`config.mk`:
```
export PLATFORM = sky130hd
export DESIGN_NAME = fm_pll_demodulator_top
export DESIGN_NICKNAME = d
export VERILOG_FILES = /design/src/design/fpd_pkg.sv /design/src/design/fpd_cordic.sv /design/src/design/fpd_mac.sv /design/src/design/fpd_loop.sv /design/src/design/fm_pll_demodulator_top.sv
export SDC_FILE = /design/constraint.sdc
export NUM_CORES = 2
export LEC_CHECK = 0
export BUFFER_PORTS_ARGS = -buffer_cell sky130_fd_sc_hd__buf_4
export CORE_MARGIN = 5
export CORE_UTILIZATION = 45
export CTS_BUF_LIST = sky130_fd_sc_hd__clkbuf_2 sky130_fd_sc_hd__clkbuf_4 sky130_fd_sc_hd__clkbuf_8
export CTS_CLUSTER_DIAMETER = 80
export DETAILED_ROUTE_END_ITERATION = 8
export PLACE_DENSITY = 0.68
export SYNTH_ARGS = -nofsm -noshare
export SYNTH_HDL_FRONTEND = slang
export SYNTH_SLANG_ARGS = --single-unit
```
`constraint.sdc`:
```
create_clock -name clk -period 13.9 [get_ports clk]
set_input_delay 0.695 -clock clk [delete_from_list [all_inputs] [get_ports clk]]
set_output_delay 0.695 -clock clk [all_outputs]
set_load 0.01 [all_outputs]
```
`src/design/fpd_pkg.sv`:
```
// Shared types, constants and the CORDIC arctangent table for the PLL FM demodulator.
// No dependencies; used by every module of the block.
`timescale 1ns / 1ps

package fpd_pkg;

	localparam int SAMPLE_BITS     = 16;
	localparam int PHASE_BITS_DEF  = 24;
	localparam int ANGLE_W         = 32;
	localparam int CORDIC_STEPS    = 29;
	localparam int STEP_W          = 5;
	localparam int FREQ_W          = 24;
	localparam int DC_W            = 40;
	localparam int GAIN_W          = 18;
	localparam int LIMIT_W         = 23;
	localparam int FRAC_W          = 24;
	localparam int HALF_W          = 12;
	localparam int MUL_A_W         = 42;
	localparam int MUL_B_W         = 19;
	localparam int MUL_P_W         = MUL_A_W + MUL_B_W;
	localparam int CFG_IDX_W       = 3;
	localparam int CFG_DATA_W      = 24;

	localparam logic [CFG_IDX_W-1:0] CFG_PROP_GAIN  = 3'd0;
	localparam logic [CFG_IDX_W-1:0] CFG_INT_GAIN   = 3'd1;
	localparam logic [CFG_IDX_W-1:0] CFG_FREQ_LIMIT = 3'd2;
	localparam logic [CFG_IDX_W-1:0] CFG_DC_GAIN    = 3'd3;
	localparam logic [CFG_IDX_W-1:0] CFG_AUDIO_GAIN = 3'd4;

	localparam logic [GAIN_W-1:0]  PROP_GAIN_RST  = 18'd72786;
	localparam logic [GAIN_W-1:0]  INT_GAIN_RST   = 18'd40427;
	localparam logic [LIMIT_W-1:0] FREQ_LIMIT_RST = 23'd2097152;
	localparam logic [FRAC_W-1:0]  DC_GAIN_RST    = 24'd34917;
	localparam logic [FRAC_W-1:0]  AUDIO_GAIN_RST = 24'd200000;

	typedef struct packed {
		logic signed [SAMPLE_BITS-1:0] i_sample;
		logic signed [SAMPLE_BITS-1:0] q_sample;
		logic                          block_end;
	} sample_t;

	typedef struct packed {
		logic signed [SAMPLE_BITS-1:0] audio_out;
		logic                          block_end_out;
	} audio_t;

	typedef struct packed {
		logic [GAIN_W-1:0]  prop_gain;
		logic [GAIN_W-1:0]  int_gain;
		logic [LIMIT_W-1:0] freq_limit;
		logic [FRAC_W-1:0]  dc_gain;
		logic [FRAC_W-1:0]  audio_gain;
	} cfg_t;

	// atan(2^-i) in 32-bit turns
	function automatic logic [ANGLE_W-1:0] atan_turn(input logic [STEP_W-1:0] idx);
		logic [ANGLE_W-1:0] t;
		case (idx)
			5'd0:  t = 32'd536870912;
			5'd1:  t = 32'd316933406;
			5'd2:  t = 32'd167458907;
			5'd3:  t = 32'd85004756;
			5'd4:  t = 32'd42667331;
			5'd5:  t = 32'd21354465;
			5'd6:  t = 32'd10679838;
			5'd7:  t = 32'd5340245;
			5'd8:  t = 32'd2670163;
			5'd9:  t = 32'd1335087;
			5'd10: t = 32'd667544;
			5'd11: t = 32'd333772;
			5'd12: t = 32'd166886;
			5'd13: t = 32'd83443;
			5'd14: t = 32'd41722;
			5'd15: t = 32'd20861;
			5'd16: t = 32'd10430;
			5'd17: t = 32'd5215;
			5'd18: t = 32'd2608;
			5'd19: t = 32'd1304;
			5'd20: t = 32'd652;
			5'd21: t = 32'd326;
			5'd22: t = 32'd163;
			5'd23: t = 32'd81;
			5'd24: t = 32'd41;
			5'd25: t = 32'd20;
			5'd26: t = 32'd10;
			5'd27: t = 32'd5;
			5'd28: t = 32'd3;
			default: t = '0;
		endcase
		return t;
	endfunction

endpackage

```
`src/design/fpd_cordic.sv`:
```
// Iterative vectoring CORDIC: angle of (I, Q) in 32-bit turns, one micro-rotation per cycle.
// Depends on fpd_pkg.
`timescale 1ns / 1ps

module fpd_cordic (
	input  logic                                  clk,
	input  logic                                  arst_n,
	input  logic                                  start,
	input  logic signed [fpd_pkg::SAMPLE_BITS-1:0] i_in,
	input  logic signed [fpd_pkg::SAMPLE_BITS-1:0] q_in,
	output logic                                  done,
	output logic [fpd_pkg::ANGLE_W-1:0]           angle
);

	localparam int XW = fpd_pkg::SAMPLE_BITS + 19;

	typedef enum logic {
		ST_IDLE,
		ST_RUN
	} state_t;

	state_t                          state_q;
	logic [fpd_pkg::STEP_W-1:0]      step_q;
	logic                            done_q;
	logic                            zero_q;
	logic signed [XW-1:0]            x_q;
	logic signed [XW-1:0]            y_q;
	logic [fpd_pkg::ANGLE_W-1:0]     z_q;

	logic signed [XW-1:0] xl, yl, xs, ys;
	logic [fpd_pkg::ANGLE_W-1:0] at;

	assign xl = XW'(i_in) <<< 16;
	assign yl = XW'(q_in) <<< 16;
	assign xs = x_q >>> step_q;
	assign ys = y_q >>> step_q;
	assign at = fpd_pkg::atan_turn(step_q);

	always_ff @(posedge clk or negedge arst_n) begin
		if (!arst_n) begin
			state_q <= ST_IDLE;
			step_q  <= '0;
			done_q  <= 1'b0;
		end else begin
			done_q <= 1'b0;
			case (state_q)
				ST_IDLE: begin
					if (start) begin
						state_q <= ST_RUN;
						step_q  <= '0;
					end
				end
				ST_RUN: begin
					if (step_q == fpd_pkg::STEP_W'(fpd_pkg::CORDIC_STEPS - 1)) begin
						state_q <= ST_IDLE;
						done_q  <= 1'b1;
					end
					step_q <= step_q + 1'b1;
				end
				default: state_q <= ST_IDLE;
			endcase
		end
	end

	always_ff @(posedge clk) begin
		if (state_q == ST_IDLE && start) begin
			zero_q <= (i_in == '0) && (q_in == '0);
			if (i_in < 0) begin
				x_q <= -xl;
				y_q <= -yl;
				z_q <= {1'b1, {(fpd_pkg::ANGLE_W-1){1'b0}}};
			end else begin
				x_q <= xl;
				y_q <= yl;
				z_q <= '0;
			end
		end else if (state_q == ST_RUN) begin
			if (!y_q[XW-1]) begin
				x_q <= x_q + ys;
				y_q <= y_q - xs;
				z_q <= z_q + at;
			end else begin
				x_q <= x_q - ys;
				y_q <= y_q + xs;
				z_q <= z_q - at;
			end
		end
	end

	assign done  = done_q;
	assign angle = zero_q ? '0 : z_q;

endmodule

```
`src/design/fpd_mac.sv`:
```
// Shared signed multiplier with registered product, used for every loop, DC and audio term.
// Depends on fpd_pkg.
`timescale 1ns / 1ps

module fpd_mac (
	input  logic                                 clk,
	input  logic signed [fpd_pkg::MUL_A_W-1:0]   a,
	input  logic signed [fpd_pkg::MUL_B_W-1:0]   b,
	output logic signed [fpd_pkg::MUL_P_W-1:0]   prod
);

	logic signed [fpd_pkg::MUL_P_W-1:0] prod_q;

	always_ff @(posedge clk) begin
		prod_q <= fpd_pkg::MUL_P_W'(a) * fpd_pkg::MUL_P_W'(b);
	end

	assign prod = prod_q;

endmodule

```
`src/design/fpd_loop.sv`:
```
// Loop filter, NCO, DC tracker and audio scaling, sequenced over the shared multiplier.
// Depends on fpd_pkg and fpd_mac.
`timescale 1ns / 1ps

module fpd_loop #(
	parameter int PHASE_BITS = fpd_pkg::PHASE_BITS_DEF
) (
	input  logic                                   clk,
	input  logic                                   arst_n,
	input  logic                                   start,
	input  logic [fpd_pkg::ANGLE_W-1:0]            angle,
	input  fpd_pkg::cfg_t                          cfg,
	input  logic                                   take,
	output logic                                   res_valid,
	output logic signed [fpd_pkg::SAMPLE_BITS-1:0] audio
);

	localparam int FSW = PHASE_BITS + 4;
	localparam int PW  = fpd_pkg::MUL_P_W;
	localparam int HW  = fpd_pkg::HALF_W;
	localparam logic signed [PW-1:0] SMAX = PW'((64'sd1 <<< (fpd_pkg::SAMPLE_BITS - 1)) - 1);
	localparam logic signed [PW-1:0] SMIN = -SMAX - 1;

	typedef enum logic [3:0] {
		ST_IDLE,
		ST_MUL_I,
		ST_UPD_F,
		ST_UPD_P,
		ST_DC_HI,
		ST_UPD_D,
		ST_AU_LO,
		ST_AU_HI,
		ST_UPD_A,
		ST_DONE
	} state_t;

	state_t                                 state_q;
	logic                                   res_valid_q;
	logic [PHASE_BITS-1:0]                  phase_q;
	logic signed [fpd_pkg::FREQ_W-1:0]      freq_q;
	logic signed [fpd_pkg::DC_W-1:0]        dc_q;
	logic signed [PHASE_BITS-1:0]           err_q;
	logic signed [PW-1:0]                   lo_q;
	logic signed [fpd_pkg::SAMPLE_BITS-1:0] audio_q;

	logic signed [fpd_pkg::MUL_A_W-1:0] mul_a;
	logic signed [fpd_pkg::MUL_B_W-1:0] mul_b;
	logic signed [PW-1:0]               prod;
	logic signed [fpd_pkg::MUL_A_W-1:0] diff;
	logic [PHASE_BITS-1:0]              theta;
	logic signed [FSW-1:0]              fsum, lim;
	logic signed [PW-1:0]               wide_sum, scaled;

	fpd_mac u_mac (
		.clk  (clk),
		.a    (mul_a),
		.b    (mul_b),
		.prod (prod)
	);

	assign theta    = angle[fpd_pkg::ANGLE_W-1 -: PHASE_BITS];
	assign diff     = fpd_pkg::MUL_A_W'($signed({freq_q, 16'b0})) - fpd_pkg::MUL_A_W'(dc_q);
	assign fsum     = FSW'(freq_q) + FSW'(prod >>> 16);
	assign lim      = FSW'($signed({1'b0, cfg.freq_limit}));
	assign wide_sum = prod + (lo_q >>> HW);
	assign scaled   = wide_sum >>> (2 * HW + 4);

	always_comb begin
		mul_a = diff;
		mul_b = '0;
		case (state_q)
			ST_MUL_I: begin
				mul_a = fpd_pkg::MUL_A_W'(err_q);
				mul_b = $signed({1'b0, cfg.int_gain});
			end
			ST_UPD_F: begin
				mul_a = fpd_pkg::MUL_A_W'(err_q);
				mul_b = $signed({1'b0, cfg.prop_gain});
			end
			ST_UPD_P: mul_b = $signed(fpd_pkg::MUL_B_W'(cfg.dc_gain[HW-1:0]));
			ST_DC_HI: mul_b = $signed(fpd_pkg::MUL_B_W'(cfg.dc_gain[2*HW-1:HW]));
			ST_AU_LO: mul_b = $signed(fpd_pkg::MUL_B_W'(cfg.audio_gain[HW-1:0]));
			ST_AU_HI: mul_b = $signed(fpd_pkg::MUL_B_W'(cfg.audio_gain[2*HW-1:HW]));
			default: mul_b = '0;
		endcase
	end

	always_ff @(posedge clk or negedge arst_n) begin
		if (!arst_n) begin
			state_q     <= ST_IDLE;
			res_valid_q <= 1'b0;
			phase_q     <= '0;
			freq_q      <= '0;
			dc_q        <= '0;
		end else begin
			case (state_q)
				ST_IDLE: begin
					if (start) begin
						state_q <= ST_MUL_I;
					end
				end
				ST_MUL_I: state_q <= ST_UPD_F;
				ST_UPD_F: begin
					if (fsum > lim) begin
						freq_q <= fpd_pkg::FREQ_W'(lim);
					end else if (fsum < -lim) begin
						freq_q <= fpd_pkg::FREQ_W'(-lim);
					end else begin
						freq_q <= fpd_pkg::FREQ_W'(fsum);
					end
					state_q <= ST_UPD_P;
				end
				ST_UPD_P: begin
					phase_q <= phase_q + PHASE_BITS'(freq_q) + PHASE_BITS'(prod >>> 16);
					state_q <= ST_DC_HI;
				end
				ST_DC_HI: state_q <= ST_UPD_D;
				ST_UPD_D: begin
					dc_q    <= dc_q + fpd_pkg::DC_W'(wide_sum >>> HW);
					state_q <= ST_AU_LO;
				end
				ST_AU_LO: state_q <= ST_AU_HI;
				ST_AU_HI: state_q <= ST_UPD_A;
				ST_UPD_A: begin
					if (scaled > SMAX) begin
						audio_q <= fpd_pkg::SAMPLE_BITS'(SMAX);
					end else if (scaled < SMIN) begin
						audio_q <= fpd_pkg::SAMPLE_BITS'(SMIN);
					end else begin
						audio_q <= fpd_pkg::SAMPLE_BITS'(scaled);
					end
					res_valid_q <= 1'b1;
					state_q     <= ST_DONE;
				end
				ST_DONE: begin
					if (take) begin
						res_valid_q <= 1'b0;
						state_q     <= ST_IDLE;
					end
				end
				default: state_q <= ST_IDLE;
			endcase
		end
	end

	always_ff @(posedge clk) begin
		if (state_q == ST_IDLE && start) begin
			err_q <= $signed(PHASE_BITS'(0) - (theta + phase_q));
		end
		if (state_q == ST_DC_HI || state_q == ST_AU_HI) begin
			lo_q <= prod;
		end
	end

	assign res_valid = res_valid_q;
	assign audio     = audio_q;

endmodule

```
`src/design/fm_pll_demodulator_top.sv`:
```
// PLL FM demodulator top level: channels, configuration registers and the output register.
// Depends on fpd_pkg, fpd_cordic, fpd_loop (and fpd_mac below it).
//
// Usage:
//   sample channel: sample_valid / sample_stall, payload sample (I, Q, block_end).
//   audio channel:  audio_valid / audio_stall, payload audio (audio_out, block_end_out).
//   A request moves when valid is high and stall is low at a rising edge.
//   cfg channel: cfg_valid / cfg_ready with cfg_index and cfg_data; cfg_ready is always
//   high. Write registers only while the block is idle.
//   From sample acceptance to audio_valid a sample passes 29 CORDIC steps, a handoff,
//   8 loop-sequencer steps that share one multiplier, and the output load.
//   A new sample is accepted only once the last result has moved into the output
//   register; sample_stall stays high until then.
//   A finished result waits in the output register while the next sample runs; if the
//   receiver still stalls when that next result is done, the sequencer holds it.
//   Reset clears NCO phase, frequency and DC level, and loads register defaults.
`timescale 1ns / 1ps

module fm_pll_demodulator_top #(
	parameter int PHASE_BITS = fpd_pkg::PHASE_BITS_DEF
) (
	input  logic                              clk,
	input  logic                              arst_n,
	input  logic                              sample_valid,
	output logic                              sample_stall,
	input  fpd_pkg::sample_t                  sample,
	output logic                              audio_valid,
	input  logic                              audio_stall,
	output fpd_pkg::audio_t                   audio,
	input  logic                              cfg_valid,
	output logic                              cfg_ready,
	input  logic [fpd_pkg::CFG_IDX_W-1:0]     cfg_index,
	input  logic [fpd_pkg::CFG_DATA_W-1:0]    cfg_data
);

	fpd_pkg::cfg_t   cfg_q;
	fpd_pkg::audio_t audio_q;
	logic            audio_valid_q;
	logic            busy_q;
	logic            block_end_q;

	logic                                   accept;
	logic                                   cordic_done;
	logic [fpd_pkg::ANGLE_W-1:0]            angle;
	logic                                   res_valid;
	logic signed [fpd_pkg::SAMPLE_BITS-1:0] res_audio;
	logic                                   take;

	assign sample_stall = busy_q;
	assign accept       = sample_valid && !busy_q;
	assign take         = res_valid && (!audio_valid_q || !audio_stall);
	assign cfg_ready    = 1'b1;

	fpd_cordic u_cordic (
		.clk    (clk),
		.arst_n (arst_n),
		.start  (accept),
		.i_in   (sample.i_sample),
		.q_in   (sample.q_sample),
		.done   (cordic_done),
		.angle  (angle)
	);

	fpd_loop #(
		.PHASE_BITS (PHASE_BITS)
	) u_loop (
		.clk       (clk),
		.arst_n    (arst_n),
		.start     (cordic_done),
		.angle     (angle),
		.cfg       (cfg_q),
		.take      (take),
		.res_valid (res_valid),
		.audio     (res_audio)
	);

	always_ff @(posedge clk or negedge arst_n) begin
		if (!arst_n) begin
			cfg_q.prop_gain  <= fpd_pkg::PROP_GAIN_RST;
			cfg_q.int_gain   <= fpd_pkg::INT_GAIN_RST;
			cfg_q.freq_limit <= fpd_pkg::FREQ_LIMIT_RST;
			cfg_q.dc_gain    <= fpd_pkg::DC_GAIN_RST;
			cfg_q.audio_gain <= fpd_pkg::AUDIO_GAIN_RST;
			busy_q           <= 1'b0;
			audio_valid_q    <= 1'b0;
		end else begin
			if (cfg_valid) begin
				case (cfg_index)
					fpd_pkg::CFG_PROP_GAIN:  cfg_q.prop_gain  <= cfg_data[fpd_pkg::GAIN_W-1:0];
					fpd_pkg::CFG_INT_GAIN:   cfg_q.int_gain   <= cfg_data[fpd_pkg::GAIN_W-1:0];
					fpd_pkg::CFG_FREQ_LIMIT: cfg_q.freq_limit <= cfg_data[fpd_pkg::LIMIT_W-1:0];
					fpd_pkg::CFG_DC_GAIN:    cfg_q.dc_gain    <= cfg_data[fpd_pkg::FRAC_W-1:0];
					fpd_pkg::CFG_AUDIO_GAIN: cfg_q.audio_gain <= cfg_data[fpd_pkg::FRAC_W-1:0];
					default: ;
				endcase
			end
			if (accept) begin
				busy_q <= 1'b1;
			end else if (take) begin
				busy_q <= 1'b0;
			end
			if (take) begin
				audio_valid_q <= 1'b1;
			end else if (!audio_stall) begin
				audio_valid_q <= 1'b0;
			end
		end
	end

	always_ff @(posedge clk) begin
		if (accept) begin
			block_end_q <= sample.block_end;
		end
		if (take) begin
			audio_q.audio_out     <= res_audio;
			audio_q.block_end_out <= block_end_q;
		end
	end

	assign audio_valid = audio_valid_q;
	assign audio       = audio_q;

	a_accept_busy: assert property (@(posedge clk) disable iff (!arst_n)
		accept |=> sample_stall)
		else $error("sample accepted but block not marked busy");

	a_cordic_in_work: assert property (@(posedge clk) disable iff (!arst_n)
		cordic_done |-> (busy_q && !res_valid))
		else $error("CORDIC finished outside of a request in work");

	a_take_shows: assert property (@(posedge clk) disable iff (!arst_n)
		take |=> (audio_valid && !res_valid && !sample_stall))
		else $error("result handoff did not load the output register");

	a_result_busy: assert property (@(posedge clk) disable iff (!arst_n)
		res_valid |-> busy_q)
		else $error("result pending while block idle");

endmodule

```
==> reports/results.tsv <==
stage	metric	value	unit
clock_network	cts_tree	done	
clock_network	clock_sink_count	480	
hold_path	holdPathEnd	block_end_q	
timing	setup_viol_count_final	0	
timing	hold_violations	0	
placed_design	detailed_place.area	69270	um2
hold_path	worst_hold_class	input port to flip-flop	
setup_path	r2r_cells	31	
grt	grtUsageTotal	0.2597	
floorplan	dieWidth	395.1	um
timing	setup_total_negative_slack	0	ns
synthesis	post_synthesis_register_bit_count	480	
synthesis	synthDistinctLibCells	106	
final_layout	final_nets	8797	
timing	number_of_pins_exceeding_their_max_slew_limit_in_the_final_report	0	
final_layout	synthToLayoutAreaGrowth	6.823	%
floorplan	pin_count	85	
drt	route.final.wire_length	204500	um
timing	timing.max_slew.rel_slack	0.1379	
synthesis	postSynth.asyncResetShare	0.4354	
clock_network	root_buffer	sky130_fd_sc_hd__clkbuf_8	
synthesis	mappedNetlistArea	66720	um2
clock_network	clk_latency	0.82	ns
timing	fmaxAchievable	0.09352	GHz
setup_path	r2r_setup_slack	3.21	ns
synthesis	yosys_most_used_dff	sky130_fd_sc_hd__edfxtp_1	
synthesis	synth_area_leaders	sky130_fd_sc_hd__fa_1 22%, sky130_fd_sc_hd__ha_1 9.8%, sky130_fd_sc_hd__edfxtp_1 9.5%, sky130_fd_sc_hd__dfrtp_1 6.7%, sky130_fd_sc_hd__inv_1 6.1%	
drt	final_antenna_net_count	0	
setup_path	timing.critical_path.slowest_stage_cell	sky130_fd_sc_hd__fa_1	
setup_path	regToRegEndpoint	u_loop.u_mac.prod[58]	
placed_design	routabilityCongestion	0.9774	
setup_path	cp_data_arrival_time	11.34	ns
synthesis	synth-seq-area-share	0.1918	
final_layout	post_route_design_area	71270	um2
status	run_status	complete, no violations	
hold_path	timing.hold.worst_path_depth	1	
setup_path	critical_path.endpoint_type	flip-flop	
setup_path	critical-path-max-stage-delay	0.80	ns
floorplan	design.core.area	147500	um2
synthesis	synth_top_cell_area_share	0.2205	
setup_path	crit_top_cell	sky130_fd_sc_hd__fa_1	
final_layout	final_cell_mix	1076 x sky130_fd_sc_hd__inv_1, 865 x sky130_fd_sc_hd__nand2_1, 735 x sky130_fd_sc_hd__fa_1	
hold_path	hold_crit_start	sample[0]	
floorplan	die_height	395.1	um
synthesis	synth_edf_count	210	
final_layout	post_route_cells_drive_above_1_share	0.08679	
setup_path	cp.required	14.55	ns
clock_network	cts.clk_slew.worst_paths	0.08	ns
synthesis	yosys_warnings	0	
placed_design	buffer_ports.inserted	83	
flow_run	timing.max_cap.violations	0	
grt	grt_overflow_total	0	
drt	drt_drc	0	
drt	drtPass1Iterations	6	
setup_path	startpoint	u_loop.dc_q[7]	
grt	antenna_found_initial	6	
timing	layout_min_cycle_time	10.69	ns
synthesis	synth.net_count	8825	
final_layout	post-route-util	0.4832	
timing	worst-slew-pin-transition	1.257	ns
setup_path	cp-start-kind	flip-flop	
final_layout	multi_input_area	48680	um2
final_layout	area.sequential	12810	um2
drt	vias	55030	
synthesis	synth.avg_cell_area	8.895	um2
drt	detail_route.vias_per_cell	5.806	
floorplan	die_area	156100	um2
setup_path	critical_path_peak_fanout	12	
clock_network	cts_repair_resize_count	0	
floorplan	placementRows	141	
grt	pin_count_of_the_biggest_net_entering_global_routing	107	
drt	wire_per_inst	21.57	um
clock_network	clockBufferDepth	3	
grt	grt_pass1_vias	54970	
timing	rsz_0062_raised_after_global_routing	false	
clock_network	cts-buffers-inserted	89	
timing	final_min_period_over_clock_period	0.7693	
setup_path	rr_startpoint	u_loop.dc_q[7]	
synthesis	synth_area_leader_cell	sky130_fd_sc_hd__fa_1	
final_layout	n_fill_cell	14020	
drt	drt_iter0_markers	4818	
timing	clock-skew-final	0.07490	ns
clock_network	cts_h_tree_depth	3	
placed_design	detailedPlacementHpwl	162300	um
grt	grt_pass1_wl	318600	um
synthesis	syn_inst	7501	
final_layout	layout_commonest_cell	sky130_fd_sc_hd__inv_1	
setup_path	worst-setup-path-type	flip-flop to flip-flop	
floorplan	floorplan.initialDensity	0.4524	
registers in the layout, indices dropped and copies added (netlist names), 32 cells and up:
register	cells
u_loop.lo_q	49
u_loop.u_mac.prod	61
u_loop.dc_q	40
u_cordic.x_q	35
u_cordic.z_q	32
cfg_q	107
u_cordic.y_q	35
stage by stage:
| step | instances | hold WS, ns | setup slack, ns |
|---|---|---|---|
| 6_report | 9479 | 0.08739 | 3.207 |
| 5_1_grt | 9479 | 0.05531 | 2.591 |
| 4_1_cts | 9477 | 0.02553 | 3.199 |
| 3_5_place_dp | 9311 | 0.4052 | 3.336 |
| 3_3_place_gp | 9311 | 0.4025 | 3.432 |
| 2_1_floorplan | 7501 | 0.3994 | 4.546 |
synthesized netlist by cell type (all sizes together), types with 91 or more instances:
cell type	n
inv	1080
nand2	866
fa	735
nor2	668
ha	524
a21oi	428
o21ai	323
xnor2	280
clkbuf	239
edfxtp	210
dfrtp	178
a21o	168
xor2	166
nor3	106
mux2	102
mux4	100
nand3	100
nand2b	91
cells by family after synthesis:
group,Yosys count,synth area share
AO/OA/AOI/OAI,1439,0.1374
XOR/XNOR,446,0.05855
adder cells (fa/ha/maj),1259,0.3188
buffers and inverters,1374,0.08090
flip-flops,480,0.1918
multiplexers,271,0.06194
other,1,0.00005621
AND/OR/NAND/NOR,2231,0.1505
layer usage:
| layer | wire, um | global-route usage | vias to the layer above |
|---|---|---|---|
| li1 | - | - | 25100 |
| met3 | 15080 | 0.03965 | 546 |
| met4 | 11850 | 0.1255 | 6 |
| met1 | 82010 | 0.3337 | 27110 |
| met2 | 95460 | 0.4301 | 2273 |
| met5 | 41 | 0 | - |
area by class of cell:
cell class,instances,area share
diodes,2,0.00007022
clock buffers,135,0.02352
clock inverters,30,0.004371
inverters,1081,0.05697
multi-input cells,5647,0.6830
flip-flops and latches,480,0.1797
well taps,1930,0.03388
repair buffers,174,0.01847
worst max-delay path, delay by kind of cell (launching register included):
| kind | cells | cell delay (ns) |
|---|---|---|
| AOI/OAI and AO/OA | 11 | 2.76 |
| adders and majority gates | 7 | 4.02 |
| buffers and inverters | 4 | 0.57 |
| DFF | 1 | 0.45 |
| and+or+nand+nor | 9 | 2.72 |
timing repair:
item | 4_1_cts | 5_1_grt
setup buffers | 0 | 0
hold buffers | 1 | 0
endpoints found under the setup margin | 0 | 0
endpoints found under the hold margin | 73 | 0
worst max-delay path by stage:
stage	endpoint	cells past startpoint	slack (ns)
after floorplan	u_loop.u_mac.prod[59]	34	4.55
after global placement	u_loop.u_mac.prod[58]	31	3.43
after detailed placement	u_loop.u_mac.prod[58]	31	3.34
after CTS	u_loop.u_mac.prod[58]	31	3.20
after global routing	u_loop.u_mac.prod[58]	31	2.59
final	u_loop.u_mac.prod[58]	31	3.21
Power is not shown: default switching activity piles up to over one toggle a cycle in this logic, so the estimate is an artifact.
